## config.mk

```make
export PLATFORM = sky130hd
export DESIGN_NAME = dgcg_ctl
export DESIGN_NICKNAME = d
export VERILOG_FILES = /design/src/dgcg_pkg.sv /design/src/dgcg_ctl.sv
export SDC_FILE = /design/constraint.sdc
export NUM_CORES = 1
export LEC_CHECK = 0
export ABC_AREA = 1
export BUFFER_PORTS_ARGS = -buffer_cell sky130_fd_sc_hd__buf_4
export CAP_MARGIN = 20
export CORE_AREA = 2 2 39 41
export CTS_CLUSTER_DIAMETER = 200
export DETAILED_ROUTE_END_ITERATION = 6
export DIE_AREA = 0 0 41 43
export HOLD_SLACK_MARGIN = 0.03
export PLACE_DENSITY = 0.47
export SYNTH_ARGS = -nofsm -noshare
export SYNTH_HDL_FRONTEND = slang
export SYNTH_SLANG_ARGS = --single-unit
```

## constraint.sdc

```tcl
create_clock -name clock -period 1.3 [get_ports clock]
set_clock_uncertainty 0.2 [all_clocks]
set_input_delay 0.26 -clock clock [delete_from_list [all_inputs] [get_ports clock]]
set_output_delay 0.26 -clock clock [all_outputs]
set_load 0.02 [all_outputs]
```

## src/dgcg_pkg.sv

```systemverilog
package dgcg_pkg;

   // Field widths fixed by the interface
   localparam int ID_W     = 7;
   localparam int STATUS_W = 3;
   localparam int DEG_W    = 6;

   // Default graph size
   localparam int DGCG_MAX_NODES = 64;

   // Command codes
   localparam logic CMD_TASK = 1'b0;
   localparam logic CMD_EDGE = 1'b1;

   // Result status codes
   localparam logic [STATUS_W-1:0] STS_OK        = 3'd0;
   localparam logic [STATUS_W-1:0] STS_CYCLE     = 3'd1;
   localparam logic [STATUS_W-1:0] STS_FROM_MISS = 3'd2;
   localparam logic [STATUS_W-1:0] STS_TO_MISS   = 3'd3;
   localparam logic [STATUS_W-1:0] STS_SELF      = 3'd4;
   localparam logic [STATUS_W-1:0] STS_DUP       = 3'd5;
   localparam logic [STATUS_W-1:0] STS_FULL      = 3'd6;

   typedef struct packed {
      logic            cmd;
      logic [ID_W-1:0] from_id;
      logic [ID_W-1:0] to_id;
   } req_type;

   typedef struct packed {
      logic [STATUS_W-1:0] status;
      logic [ID_W-1:0]     new_task_id;
      logic [DEG_W-1:0]    target_in_degree;
   } rsp_type;

   typedef enum logic [2:0] {
      S_IDLE,
      S_LOOK,
      S_CHECK,
      S_WALK,
      S_COMMIT,
      S_DONE
   } ctl_state_type;

   // Controller to datapath
   typedef struct packed {
      logic req_load;
      logic task_add;
      logic look;
      logic check;
      logic walk;
      logic commit;
      logic rsp_load;
   } dp_cmd_type;

   // Datapath to controller
   typedef struct packed {
      logic is_edge;
      logic check_fail;
      logic walk_done;
      logic cycle_hit;
   } dp_stat_type;

endpackage

```

## src/dgcg_ctl.sv

```systemverilog
module dgcg_ctl (
   input  logic                 clock,
   input  logic                 reset,
   input  logic                 req_valid,
   output logic                 req_ready,
   output logic                 rsp_valid,
   input  logic                 rsp_ready,
   output dgcg_pkg::dp_cmd_type dp_cmd,
   input  dgcg_pkg::dp_stat_type dp_stat
);
   import dgcg_pkg::*;

   ctl_state_type state_ff, state_in;
   logic          rsp_valid_ff, rsp_valid_in;

   // State and result-valid registers
   always_ff @(posedge clock) begin
      if (reset) begin
         state_ff     <= S_IDLE;
         rsp_valid_ff <= 1'b0;
      end else begin
         state_ff     <= state_in;
         rsp_valid_ff <= rsp_valid_in;
      end
   end

   // Sequence one request through lookup, checks, walk and commit
   always_comb begin
      state_in  = state_ff;
      dp_cmd    = '0;
      req_ready = 1'b0;
      unique case (state_ff)
         S_IDLE: begin
            req_ready = 1'b1;
            if (req_valid) begin
               dp_cmd.req_load = 1'b1;
               state_in        = S_LOOK;
            end
         end
         S_LOOK: begin
            if (dp_stat.is_edge) begin
               dp_cmd.look = 1'b1;
               state_in    = S_CHECK;
            end else begin
               dp_cmd.task_add = 1'b1;
               state_in        = S_DONE;
            end
         end
         S_CHECK: begin
            dp_cmd.check = 1'b1;
            state_in     = dp_stat.check_fail ? S_DONE : S_WALK;
         end
         S_WALK: begin
            dp_cmd.walk = 1'b1;
            if (dp_stat.walk_done) begin
               state_in = dp_stat.cycle_hit ? S_DONE : S_COMMIT;
            end
         end
         S_COMMIT: begin
            dp_cmd.commit = 1'b1;
            state_in      = S_DONE;
         end
         S_DONE: begin
            if (!rsp_valid_ff || rsp_ready) begin
               dp_cmd.rsp_load = 1'b1;
               state_in        = S_IDLE;
            end
         end
         default: begin
            state_in = S_IDLE;
         end
      endcase
   end

   // Hold the result until taken
   always_comb begin
      if (dp_cmd.rsp_load) begin
         rsp_valid_in = 1'b1;
      end else if (rsp_ready) begin
         rsp_valid_in = 1'b0;
      end else begin
         rsp_valid_in = rsp_valid_ff;
      end
   end

   assign rsp_valid = rsp_valid_ff;

endmodule

```

Yosys cells after proc, flatten, opt, wreduce, memory -nomap -nowiden:

Cells that the tools add are included.

* register bits: 4
* bits of input ports: 8
* output and inout bits: 9
* word-level logic and storage cells: 35

* equal/unequal tests: 8
* muxes and demuxes: 20
* reduce and logical (&&, ||, !) cells: 5

Operators by type and width (number)
* one-hot mux 3 bit (6 select lines): 1
* two-way mux 3 bit: 5
* two-way mux 1 bit: 13
* == test 3 x 2 -> 1 bit, second input constant: 2
* == test 3 bit, second input constant: 2
* inequality test 2 bit, second input constant: 3
* == test 3 x 1 -> 1 bit, second input constant: 1
* zero test 3 bit: 1
* AND reduction 3 bit: 1
* two-way mux 2 bit: 1
* nonzero test 2 bit: 1
* zero test 1 bit: 1
* logical OR 1 bit: 1

Depth between registers and ports, before layout:

* word-level depth: 5
* gate-level depth with buffers: 8

Worst setup path after synthesis:

No wires, ideal clock.

* path type: register to register
* start point: reg state_ff[0]
* end point: reg state_ff[1]
* library setup time: 56 ps
* data arrival time: 1261 ps
* required time: 1044 ps
* slack: -216 ps
* stages on the path, launching flop included: 7
* path buffers: 1
* cell sequence: dfxtp_1 > clkbuf_2 > nor3_1 > nand2_1 > nand3b_1 > nand2_1 > inv_1

* cells in the longest elaborated chain, start to end: 3
* elaborated cells on any way between the ends: 11
* those cells by class: eq/ne (8); mux (1); reduce/logical (2)

RTL lines
* from (decl): line dgcg_ctl.sv:13 `ctl_state_type state_ff, state_in;`
* from (signal assigned): line dgcg_ctl.sv:22 `state_ff <= state_in;`
* == test 3 bit, or another cell as far along: line dgcg_ctl.sv:32 `unique case (state_ff)`
* inequality test 2 bit (no source line)
* AND reduction 3 bit (no source line)

Parallel ways exist; a longest one is shown, timed or not.
A chain may end at the register's enable or synchronous reset.

==> summary.md <==
| Metric | Value |
|---|---|
| Outcome | complete, but fails checks |
| Failing checks | setup timing |
| Core Region | 1380 um^2 |
| Worst Hold Class | in -> reg |
| Peak VDD IR | 0.592 mV |
| DR vias | 386 |
| Synth area leader | dfxtp_1 |
| Power per Cell Area | 965 nW/um^2 |
| Global-route wire length before repair | 1.26 mm |
| Root Buffer | clkbuf_4 |
| Syn Inst Count | 54 |
| Simple-gate portion of the synthesized area | 43.8% |
| Max Clk Rate | 675 MHz |
| Vias in the first global route | 332 |
| Drt initial violations | 4 |
| Routed Antenna Nets | 0 |
| Largest family of logic cells by synthesized area | simple AND/OR/NAND/NOR gates |
| Vias per cell | 4.02 |
| Worst-Margin Slew | 0.188 ns |
| WL per Instance | 8.56 um |
| Number of diodes | 0 |
| Power Internal | 396 uW |
| Max Buffers Root-to-Sink | 2 |
| Critical Path AT | 1.02 ns |
| Reg-to-reg endpoint | state_ff[0]$_SDFFE_PP0P_ |
| Crit. End Element | output pin |
| Initial Util | 21.2% |
| Clock power frac | 23.8% |
| Worst R2R Start | state_ff[0]$_SDFFE_PP0P_ |
| Largest net degree at the start of global routing | 9 |
| Post-Synth Adder-Cell Area | 0% |
| Worst skew pair latency | 0.23 ns |
| Yosys warnings | 0 |
| Crit Path Class | reg -> out |
| CTS H-tree depth | 1 |
| Post-synth EDFFs | 0 |
| Multiplexer share of the synthesized area | 0% |
| Max_cap viols | 0 |
| Total Power | 617 uW |
| Synth Register Bits | 4 |
| Switching share of total power | 35.8% |
| Share of layout cells above drive strength 1 | 58.8% |
| Post-synth top flop | dfxtp_1 |
| Global-route usage over all layers | 10.7% |
| Top post-synthesis cells by area | dfxtp_1, inv_1, nor2_1 |
| Post-DP HPWL | 598 um |
| Setup ws final | -0.181 ns |
| Distinct cell type count after synthesis | 13 |
| Syn-to-layout area delta | 117% |
| Final net count | 90 |
| I/O pins | 17 |
| Reg2reg setup slack | -0.06 ns |
| Critical path startpoint category | flip-flop |
| TritonRoute pass-1 iters | 2 |
| Seq/Total Area, Yosys | 27.2% |
| Die Height | 43 um |
| Cell with the most instances after synthesis | inv_1 |
| Final core area utilization | 46.2% |
| Flop pwr share | 27.4% |
| Max FO, Critical Path | 8 |
| Post-synth top area share | 27.2% |
| Unrepaired setup endpoints after global routing | yes |
| Compound-Gate Fraction of Synth Area | 6.81% |
| Synth top cells by count | inv_1, nor2_1, nand2_1, nand3_1, dfxtp_1 |
| Slew Limit Fails | 0 |
| Xor/xnor share of the synthesized area | 0% |
| Hold_sp | rsp_ready |
| Final setup fails | 9 |
| Crit share post-route | 114% |
| Syn_nets | 62 |
| Mean Syn Cell Area | 5.45 um^2 |
| Total gr overflow | 0 |
| Initial antenna violation count | 0 |
| Hold Fails Final Rpt | 0 |
| Slew headroom | 87.4% |
| Num rows | 14 |
| CTS tree | done |
| P_sw | 221 uW |
| WHS Path Cells | 4 |
| Clock sink total | 4 |
| Number of port buffers | 16 |
| P_leak | 0.000330 uW |
| Ys async rst share | 0% |
| Clk pin slew, worst setup/hold paths | 0.04 ns |
| DIE AREA | 1760 um^2 |
| Hold Path Sink | rsp_valid$_SDFFE_PP0P_ |
| Worst hold slack | 0.111 ns |
| CP required | 0.84 ns |
| Die X | 41 um |
| Reg2Reg Depth | 7 |
| Comb power frac | 48.8% |
| Tmin final | 1.48 ns |
| DRC viols | 0 |
| Inserted Clock Buffers | 3 |
| Total wire length | 822 um |
| Routability congestion estimate | 0.741 |
| Cell Area, Synth | 294 um^2 |
what timing repair did:
item	CTS	global route
hold buffers	1	0
setup buffers	2	2
gates resized for setup	18	13
endpoints found under the hold margin	3	0
pin swaps	3	8
endpoints found under the setup margin	10	10
cell usage in the layout, fill, tap and decap left out:
master and instances:
clkbuf_4 3, nand3_2 4, nor2_2 1, buf_6 9, dfxtp_4 3, inv_1 11, nor2_1 7, inv_2 1
inv_6 1, nand3b_1 1, dlygate4sd3_1 1, inv_4 1, dfxtp_1 1, a21oi_2 1, o21ai_0 1, buf_4 15
nor2_4 4, a21oi_1 2, nand2_1 7, nor3_4 1, nand4_1 1, nand2_2 3, nand3_1 1
worst max-delay path, cell delays in order (launching register included):
cell and delay (ns):
dfxtp_4 0.38, nor2_4 0.12, nand2_2 0.09, nor2_4 0.09
buf_6 0.12
worst max path at each step:
stage | startpoint | endpoint | slack [ns] | cells past startpoint
floorplan | state_ff[0]$_SDFFE_PP0P_ | state_ff[1]$_SDFFE_PP0P_ | -0.009 | 6
global placement | state_ff[0]$_SDFFE_PP0P_ | dp_cmd[6] | -0.07 | 4
detailed placement | state_ff[0]$_SDFFE_PP0P_ | dp_cmd[6] | -0.06 | 4
CTS | state_ff[0]$_SDFFE_PP0P_ | dp_cmd[6] | -0.21 | 4
global route | state_ff[0]$_SDFFE_PP0P_ | dp_cmd[5] | -0.24 | 3
finish | state_ff[0]$_SDFFE_PP0P_ | dp_cmd[6] | -0.18 | 4
sequential cells by signal, indices dropped and copies added, names as in the netlist:
signal     cells
rsp_valid      1
state_ff       3
per-layer routing:
layer	vias to the layer above	share of wire (%)	global-route usage [%]
met4	0	0	8.00
met1	165	41	12.5
met3	0	4.1	3.14
met5	-	0	0
li1	214	-	-
met2	7	55	15.6
stage by stage:
stage	setup TNS [ns]	std cells	cell area (um^2)	setup WS (ns)
2_1_floorplan	-0.00948	54	328	-0.00948
4_1_cts	-1.38	94	576	-0.207
3_5_place_dp	-0.303	88	477	-0.0645
6_report	-1.28	96	639	-0.181
3_3_place_gp	-0.324	88	477	-0.0681
5_1_grt	-1.85	96	639	-0.240
layout make-up:
class / count / area [um^2]
inverter: 14 / 60.1
sequential: 4 / 91.3
multi-input combinational: 34 / 221
tap: 16 / 20.0
timing repair buffer: 25 / 224
fill: 140 / 744
clock buffer: 3 / 22.5
power groups by stage:
stage / Combinational [uW] / Sequential [uW] / Clock, uW
global placement: 215 / 156 / 0
floorplan: 145 / 149 / 0
detailed placement: 215 / 155 / 0
finish: 301 / 169 / 147
global route: 325 / 172 / 167
CTS: 258 / 163 / 157
cell families (layout without fill, tap and decap cells):
logic type	count (synthesis)	after routing
DFF	4	4
and+or+nand+nor	30	30
AOI/OAI and AO/OA	4	4
buffers and inverters	16	42
No activity file was read; power rests on OpenSTA's default activity.
